<file path="config.mk">
export PLATFORM = sky130hd
export DESIGN_NAME = stq_ctrl
export DESIGN_NICKNAME = d
export VERILOG_FILES = /design/src/sv/software_timer_queue_macros.svh /design/src/sv/stq_pkg.sv /design/src/sv/stq_ctrl.sv
export SDC_FILE = /design/constraint.sdc
export NUM_CORES = 1
export LEC_CHECK = 0
export ABC_AREA = 1
export BUFFER_PORTS_ARGS = -buffer_cell sky130_fd_sc_hd__buf_4
export CORE_UTILIZATION = 49
export CTS_BUF_LIST = sky130_fd_sc_hd__clkbuf_16
export CTS_CLUSTER_SIZE = 10
export DETAILED_ROUTE_END_ITERATION = 10
export GPL_TIMING_DRIVEN = 0
export PLACE_DENSITY = 0.82
export SLEW_MARGIN = 20
export SYNTH_ARGS = -nofsm -noshare
export SYNTH_HDL_FRONTEND = slang
export SYNTH_SLANG_ARGS = --single-unit
</file>
<file path="constraint.sdc">
create_clock -name aclk -period 1.9 [get_ports aclk]
set_input_delay 0.19 -clock aclk [delete_from_list [all_inputs] [get_ports aclk]]
set_output_delay 0.19 -clock aclk [all_outputs]
set_load 0.01 [all_outputs]
</file>
<file path="src/sv/software_timer_queue_macros.svh">
// assertion macros for the software timer queue
`ifndef SOFTWARE_TIMER_QUEUE_MACROS_SVH
`define SOFTWARE_TIMER_QUEUE_MACROS_SVH
`ifndef SYNTHESIS
`define STQ_ASSERT_IMPL(lbl, ante, cons) \
    lbl: assert property (@(posedge aclk) disable iff (!aresetn) (ante) |-> (cons)) \
        else $error("stq assertion failed");
`define STQ_ASSERT_NEXT(lbl, ante, cons) \
    lbl: assert property (@(posedge aclk) disable iff (!aresetn) (ante) |=> (cons)) \
        else $error("stq assertion failed");
`else
`define STQ_ASSERT_IMPL(lbl, ante, cons)
`define STQ_ASSERT_NEXT(lbl, ante, cons)
`endif
`endif

</file>
<file path="src/sv/stq_pkg.sv">
// shared codes and control types for the software timer queue
package stq_pkg;

    localparam logic [2:0] REQ_ALLOC = 3'd0;
    localparam logic [2:0] REQ_FREE  = 3'd1;
    localparam logic [2:0] REQ_BIND  = 3'd2;
    localparam logic [2:0] REQ_ARM   = 3'd3;
    localparam logic [2:0] REQ_TICK  = 3'd4;

    localparam logic [2:0] ST_GRANTED  = 3'd0;
    localparam logic [2:0] ST_NONE     = 3'd1;
    localparam logic [2:0] ST_DONE     = 3'd2;
    localparam logic [2:0] ST_REJECTED = 3'd3;
    localparam logic [2:0] ST_EXPIRED  = 3'd4;

    localparam logic [1:0] FL_FREE  = 2'd0;
    localparam logic [1:0] FL_ALLOC = 2'd1;
    localparam logic [1:0] FL_RUN   = 2'd2;

    typedef enum logic [1:0] {
        FA_ID   = 2'd0,
        FA_IDX  = 2'd1,
        FA_HEAD = 2'd2
    } flag_sel_t;

    typedef enum logic [1:0] {
        LW_ID_NULL = 2'd0,
        LW_ID_CUR  = 2'd1,
        LW_PREV_ID = 2'd2,
        LW_CUR_ID  = 2'd3
    } link_sel_t;

    typedef struct packed {
        logic       latch_in;
        logic       flag_wr;
        logic [1:0] flag_val;
        flag_sel_t  flag_sel;
        logic       rd_head;
        logic       idx_clr;
        logic       idx_inc;
        logic       bind_wr;
        logic       dl_wr;
        logic       link_wr;
        link_sel_t  link_sel;
        logic       head_ld_id;
        logic       head_ld_next;
        logic       cur_ld_head;
        logic       cur_ld_next;
        logic       prev_clr;
        logic       prev_ld_cur;
        logic       pend_ld;
        logic       pend_clr;
        logic       out_ld;
        logic [2:0] out_status;
        logic       out_last;
    } stq_cmd_t;

    typedef struct packed {
        logic [2:0] req;
        logic       id_ok;
        logic       id_run;
        logic       head_null;
        logic       idx_free;
        logic       idx_last;
        logic       arm_le;
        logic       next_null;
        logic       prev_null;
        logic       expire;
        logic       pend_valid;
        logic       out_busy;
    } stq_stat_t;

endpackage

</file>
<file path="src/sv/stq_ctrl.sv">
// request sequencer for the software timer queue
module stq_ctrl (
    input  logic               aclk,
    input  logic               aresetn,
    input  logic               s_tvalid,
    output logic               s_tready,
    input  stq_pkg::stq_stat_t st,
    output stq_pkg::stq_cmd_t  cmd
);

    typedef enum logic [8:0] {
        S_INIT     = 9'b0_0000_0001,
        S_IDLE     = 9'b0_0000_0010,
        S_DECODE   = 9'b0_0000_0100,
        S_ALLOC    = 9'b0_0000_1000,
        S_ARM_RD   = 9'b0_0001_0000,
        S_ARM_CMP  = 9'b0_0010_0000,
        S_ARM_FIX  = 9'b0_0100_0000,
        S_TICK_RD  = 9'b0_1000_0000,
        S_TICK_CHK = 9'b1_0000_0000
    } state_t;

    state_t state_reg;
    state_t state_next;

    assign s_tready = state_reg == S_IDLE;

    always_ff @(posedge aclk) begin
        if (!aresetn) begin
            state_reg <= S_INIT;
        end else begin
            state_reg <= state_next;
        end
    end

    always_comb begin
        cmd        = '0;
        state_next = state_reg;
        unique case (state_reg)
            S_INIT: begin
                // mark every slot free, one per cycle
                cmd.flag_wr  = 1'b1;
                cmd.flag_val = stq_pkg::FL_FREE;
                cmd.flag_sel = stq_pkg::FA_IDX;
                if (st.idx_last) begin
                    cmd.idx_clr = 1'b1;
                    state_next  = S_IDLE;
                end else begin
                    cmd.idx_inc = 1'b1;
                end
            end
            S_IDLE: begin
                if (s_tvalid) begin
                    cmd.latch_in = 1'b1;
                    state_next   = S_DECODE;
                end
            end
            S_DECODE: begin
                if (!st.out_busy) begin
                    case (st.req)
                        stq_pkg::REQ_ALLOC: begin
                            cmd.idx_clr  = 1'b1;
                            cmd.flag_sel = stq_pkg::FA_IDX;
                            state_next   = S_ALLOC;
                        end
                        stq_pkg::REQ_TICK: begin
                            cmd.rd_head = 1'b1;
                            state_next  = S_TICK_RD;
                        end
                        stq_pkg::REQ_FREE: begin
                            cmd.out_ld   = 1'b1;
                            cmd.out_last = 1'b1;
                            state_next   = S_IDLE;
                            if (!st.id_ok || st.id_run) begin
                                cmd.out_status = stq_pkg::ST_REJECTED;
                            end else begin
                                cmd.flag_wr    = 1'b1;
                                cmd.flag_val   = stq_pkg::FL_FREE;
                                cmd.flag_sel   = stq_pkg::FA_ID;
                                cmd.out_status = stq_pkg::ST_DONE;
                            end
                        end
                        stq_pkg::REQ_BIND: begin
                            cmd.out_ld   = 1'b1;
                            cmd.out_last = 1'b1;
                            state_next   = S_IDLE;
                            if (!st.id_ok) begin
                                cmd.out_status = stq_pkg::ST_REJECTED;
                            end else begin
                                cmd.bind_wr    = 1'b1;
                                cmd.out_status = stq_pkg::ST_DONE;
                            end
                        end
                        stq_pkg::REQ_ARM: begin
                            if (!st.id_ok || st.id_run) begin
                                cmd.out_ld     = 1'b1;
                                cmd.out_last   = 1'b1;
                                cmd.out_status = stq_pkg::ST_REJECTED;
                                state_next     = S_IDLE;
                            end else begin
                                cmd.dl_wr    = 1'b1;
                                cmd.flag_wr  = 1'b1;
                                cmd.flag_val = stq_pkg::FL_RUN;
                                cmd.flag_sel = stq_pkg::FA_ID;
                                if (st.head_null) begin
                                    cmd.link_wr    = 1'b1;
                                    cmd.link_sel   = stq_pkg::LW_ID_NULL;
                                    cmd.head_ld_id = 1'b1;
                                    cmd.out_ld     = 1'b1;
                                    cmd.out_last   = 1'b1;
                                    cmd.out_status = stq_pkg::ST_DONE;
                                    state_next     = S_IDLE;
                                end else begin
                                    cmd.cur_ld_head = 1'b1;
                                    cmd.prev_clr    = 1'b1;
                                    state_next      = S_ARM_RD;
                                end
                            end
                        end
                        default: begin
                            cmd.out_ld     = 1'b1;
                            cmd.out_last   = 1'b1;
                            cmd.out_status = stq_pkg::ST_REJECTED;
                            state_next     = S_IDLE;
                        end
                    endcase
                end
            end
            S_ALLOC: begin
                cmd.flag_sel = stq_pkg::FA_IDX;
                if (!st.out_busy) begin
                    if (st.idx_free) begin
                        cmd.flag_wr    = 1'b1;
                        cmd.flag_val   = stq_pkg::FL_ALLOC;
                        cmd.out_ld     = 1'b1;
                        cmd.out_last   = 1'b1;
                        cmd.out_status = stq_pkg::ST_GRANTED;
                        state_next     = S_IDLE;
                    end else if (st.idx_last) begin
                        cmd.out_ld     = 1'b1;
                        cmd.out_last   = 1'b1;
                        cmd.out_status = stq_pkg::ST_NONE;
                        state_next     = S_IDLE;
                    end else begin
                        cmd.idx_inc = 1'b1;
                    end
                end
            end
            S_ARM_RD: begin
                state_next = S_ARM_CMP;
            end
            S_ARM_CMP: begin
                if (st.arm_le) begin
                    if (st.prev_null) begin
                        if (!st.out_busy) begin
                            cmd.link_wr    = 1'b1;
                            cmd.link_sel   = stq_pkg::LW_ID_CUR;
                            cmd.head_ld_id = 1'b1;
                            cmd.out_ld     = 1'b1;
                            cmd.out_last   = 1'b1;
                            cmd.out_status = stq_pkg::ST_DONE;
                            state_next     = S_IDLE;
                        end
                    end else begin
                        cmd.link_wr  = 1'b1;
                        cmd.link_sel = stq_pkg::LW_PREV_ID;
                        state_next   = S_ARM_FIX;
                    end
                end else begin
                    cmd.prev_ld_cur = 1'b1;
                    cmd.cur_ld_next = 1'b1;
                    if (st.next_null) begin
                        cmd.link_wr  = 1'b1;
                        cmd.link_sel = stq_pkg::LW_CUR_ID;
                        state_next   = S_ARM_FIX;
                    end else begin
                        state_next = S_ARM_RD;
                    end
                end
            end
            S_ARM_FIX: begin
                if (!st.out_busy) begin
                    cmd.link_wr    = 1'b1;
                    cmd.link_sel   = stq_pkg::LW_ID_CUR;
                    cmd.out_ld     = 1'b1;
                    cmd.out_last   = 1'b1;
                    cmd.out_status = stq_pkg::ST_DONE;
                    state_next     = S_IDLE;
                end
            end
            S_TICK_RD: begin
                cmd.rd_head = 1'b1;
                state_next  = S_TICK_CHK;
            end
            S_TICK_CHK: begin
                cmd.rd_head = 1'b1;
                if (!st.out_busy) begin
                    if (st.expire) begin
                        cmd.out_ld       = st.pend_valid;
                        cmd.out_status   = stq_pkg::ST_EXPIRED;
                        cmd.pend_ld      = 1'b1;
                        cmd.flag_wr      = 1'b1;
                        cmd.flag_val     = stq_pkg::FL_ALLOC;
                        cmd.flag_sel     = stq_pkg::FA_HEAD;
                        cmd.head_ld_next = 1'b1;
                        state_next       = S_TICK_RD;
                    end else begin
                        cmd.out_ld     = 1'b1;
                        cmd.out_last   = 1'b1;
                        cmd.out_status = st.pend_valid ? stq_pkg::ST_EXPIRED
                                                       : stq_pkg::ST_DONE;
                        cmd.pend_clr   = 1'b1;
                        state_next     = S_IDLE;
                    end
                end
            end
            default: begin
                state_next = S_IDLE;
            end
        endcase
    end

endmodule

</file>
Word level (Yosys, flattened, before mapping). Cells that the tools add are included.

Input bits: 17. Logic and storage cells: 104. Flip-flop bits (word level): 9. Output and inout bits: 28.

Equality and inequality tests: 17. Multiplexer cells: 80. Reductions and logical operators: 6.

Operators with widths (count): $mux W9 (10); $pmux W9 S9 (1); $mux W5 (16); $pmux W5 S4 (2); $pmux W9 S3 (1); $mux W1 (25); $pmux W5 S5 (1); $mux W3 (7); $mux W7 (3); $mux W4 (3); $eq A9 B1 Y1 const B (1); $eq A9 B2 Y1 const B (1); $eq A9 B3 Y1 const B (1); $eq A9 B4 Y1 const B (1); $eq A9 B5 Y1 const B (1); $eq A9 B6 Y1 const B (1); $eq A9 B7 Y1 const B (1); $eq A9 B8 Y1 const B (1); $eq A9 B9 Y1 const B (1); $pmux W3 S3 (1); $mux W8 (1); $ne A2 B2 Y1 const B (4); $pmux W1 S2 (4); $eq A3 B2 Y1 const B (2); 11 further kinds (13).

Depth between registers and ports, before layout.
Depth in word-level cells: 6. Gate-level depth with buffers: 11. Gate-level depth less buffers: 11.

Worst setup path before layout. OpenSTA, ideal clock, no wires.

Path kind: register -> output. Start: reg state_reg[3]. End: out cmd[3] (netlist bit). Data arrival time: 1295 ps. Path slack: 415 ps. Stages on the path, launching flop included: 8. Data required time: 1710 ps. Buffers on the path: 0. Cell sequence: dfxtp_1 -> nor2_2 -> nand3_2 -> nor2_2 -> inv_2 -> nand3_1 -> o21ai_1 -> a211oi_1.

RTL lines: start, declared (line stq_ctrl.sv:23) `state_t state_reg;`; start signal, assigned (line stq_ctrl.sv:32) `state_reg <= state_next;`; end, declared (line stq_ctrl.sv:8) `output stq_pkg::stq_cmd_t cmd`.

==> results by group <==
Placement
  – Placed cell areas: 0.00144 mm2
  – GP Congestion: 0.903
  – DP Cell Count: 261
  – Input/output buffers: 44
  – Post-detail-place hpwl: 2760 um

Detailed routing
  – Drt drc: 0
  – Initial DRC count: 56
  – DR vias/cell: 5.42
  – Routed Antenna Nets: 0
  – Routed WL: 3930 um
  – Pre-antenna DRT Iters: 5
  – Vias: 1,475
  – Wire per inst: 14.4 um

Global route
  – Pin count of the biggest net entering global routing: 11
  – Vias in the first global route: 1,320
  – Grt ovf: 0
  – First-pass GRT wire length: 5600 um
  – Initial antenna violation count: 0
  – Tot GR Track Use: 0.295

Clock tree
  – Max H-tree Level: 1
  – Clock Pin Slew Worst Setup and Hold Paths: 0.04 ns
  – # hold bufs at CTS: 0
  – Clk_lat worst skew: 0.23 ns
  – CTS tree: built
  – Clock sinks: 9
  – CTS max path bufs: 2
  – CTS root buffer: clkbuf_16
  – CTS Buf Count: 3

Setup path
  – Arr. time, crit path: 1.74 ns
  – CP endpoint kind: primary output
  – Crit-path max cell delay: 0.33 ns
  – Slowest-stage cell, CP: dfxtp_2
  – Reg2Reg Setup Slack: 0.21 ns
  – Critical-path maximum fanout: 4
  – Critical path buffer and inverter count: 4
  – CP top delay family: simple AND/OR/NAND/NOR gates
  – Setup CP Type: flip-flop to primary output
  – R2R depth: 10
  – Req. time, crit path: 1.71 ns
  – Crit-path cells: nor2_4 > nand2_2 > inv_1 > nand2_2 > inv_2 > buf_4 > nand3_1 > a31oi_1 > buf_4
  – Worst Setup Start Kind: flip-flop
  – FF-to-FF End: state_reg[3]
  – Worst R2R Start: state_reg[5]

Final layout
  – Largest register FFs: 9
  – Area grow syn2layout: 56.3%
  – Final #Nets: 263
  – Share of layout cells above drive strength 1: 0.437
  – Antenna Cells: 0
  – Post-route cell area: 0.00168 mm2
  – Post-Layout Cell Count: 272
  – Multi-input gate area: 832 um2
  – Fill cells: 136
  – Reg area: 188 um2

Power
  – Design Power: 0.000828 W
  – PwrDens: 492 mW/mm2
  – Worst VDD drop: 0.659 mV
  – Leakage: 0.926 nW

STA
  – RSZ-0062 raised after global routing: yes
  – Final hold violations: 0
  – Part of the cycle the worst path needs: 1.02
  – Setup Skew: 0.00150 ns
  – Min cycle time layout: 1.93 ns
  – # setup viols final: 2
  – Setup tns final: -0.0616 ns
  – Slew of the pin with the lowest slew margin: 0.723 ns
  – Peak Freq: 0.518 GHz
  – Final Max Slew Viols: 0
  – Fin worst setup slack: -0.0322 ns
  – Slew margin rel.: 0.514

Synthesis
  – Syn nets: 207
  – Main flop type after synthesis: dfxtp_1
  – Synth warnings: 0
  – Sequential area share after synthesis: 0.168
  – Cell Area, Synth: 0.00107 mm2
  – Synthesized area per cell: 5.66 um2
  – Post-synthesis register bit count: 9
  – Post-synth EDFFs: 0
  – Asr flop ratio synth: 0
  – Syn Inst Count: 190
  – Distinct cells, synth: 27

Min path
  – Worst Hold End: state_reg[0]
  – HP Class: primary input to flip-flop
  – Worst Hold Depth: 2
  – Worst Min Path Start: aresetn

Die
  – Initial Utilization: 0.537
  – IO Count: 45
  – Rows: 16
  – Die Y: 48.8 um
  – Die Wd: 48.8 um
  – Die ar.: 0.00238 mm2
  – Core box area: 0.00200 mm2

Flow run
  – Max cap viols: 0

Status
  – Failing checks: negative setup slack
  – Status: finished with violations
## repair_timing
item / 4_1_cts / 5_1_grt
setup buffers: 0 / 7
pin swaps: 0 / 10
resized for setup: 2 / 33
setup endpoints to repair: 4 / 12
## power breakdown
part / leakage, nW / internal (W) / switching [W]
combinational: 0.808 / 0.000104 / 0.000151
clock: 0.0423 / 0.000274 / 0.0000861
sequential: 0.0760 / 0.000199 / 0.0000129
total: 0.926 / 0.000577 / 0.000250
## cells in the final DEF (no fill, tap or decap), types with 2 or more instances in the layout
cell       count
buf_4         53
nor2_4         9
nand2_4        2
o22ai_1        3
nand3_2        4
nand2_2        8
a21oi_1        9
nor4_1         2
clkbuf_16      3
o21ai_1        4
nand3_1       13
nor2_2         4
dfxtp_2        6
nand3_4        3
nor2_1        30
nand2_1       32
inv_2          7
o21ai_2        4
dfxtp_1        3
inv_1         30
o21ai_0        4
## synthesized netlist by cell type, drive strengths merged, types with 2 or more instances
library cell,number,share of area
buf,3,0.021
inv,36,0.13
o22ai,3,0.017
a21oi,10,0.057
nand3,20,0.11
nor2,43,0.20
nand2,42,0.16
o21ai,12,0.059
nor4,2,0.012
a211oi,2,0.014
dfxtp,9,0.17
## cells by family after synthesis
logic type      Yosys count  synth area share
simple gates            110             0.508
buf+inv                  40             0.150
flops                     9             0.168
compound gates           31             0.175
## per-layer routing
layer	share of wire	track usage	wire (um)
met1	0.40	0.354	1590
met2	0.51	0.544	2010
met3	0.069	0.0530	272
met4	0.015	0.0588	58
met5	0	0	0
## how the worst max path moves through the flow
stage | start | endpoint | slack [ns] | depth (start not counted)
after global placement | state_reg[4] | cmd[4] | 0.22 | 8
after global routing | state_reg[1] | cmd[0] | -0.11 | 10
after floorplan | state_reg[3] | cmd[3] | 0.41 | 7
final | state_reg[1] | cmd[2] | -0.03 | 9
after detailed placement | state_reg[2] | cmd[3] | 0.21 | 8
after CTS | state_reg[4] | cmd[3] | -0.02 | 8
## final cells by class
class,instances,share of cell area
Buffer,4,0.0156
Clock buffer,3,0.0447
Multi-Input combinational cell,141,0.495
Sequential cell,9,0.112
Tap cell,27,0.0201
Timing Repair Buffer,51,0.230
Inverter,36,0.0804
Clock inverter,1,0.00223
## stage by stage
stage	util	hold WS [ns]	setup slack [ns]
2_1_floorplan	-	0.259	0.415
4_1_cts	0.763	0.169	-0.0172
3_3_place_gp	0.719	0.409	0.221
5_1_grt	0.839	0.169	-0.109
6_report	0.839	0.172	-0.0322
3_5_place_dp	0.719	0.414	0.212
## worst register-to-register path: stages, from the launching register on
cell and delay, ns:
dfxtp_2 0.32, nor2_4 0.17, buf_6 0.13, nand3_4 0.08, buf_4 0.15, buf_4 0.13, nor2_4 0.11, inv_1 0.10
o21ai_2 0.19, nand2_1 0.09, a21oi_1 0.16
(Power assumes the default switching activity.)
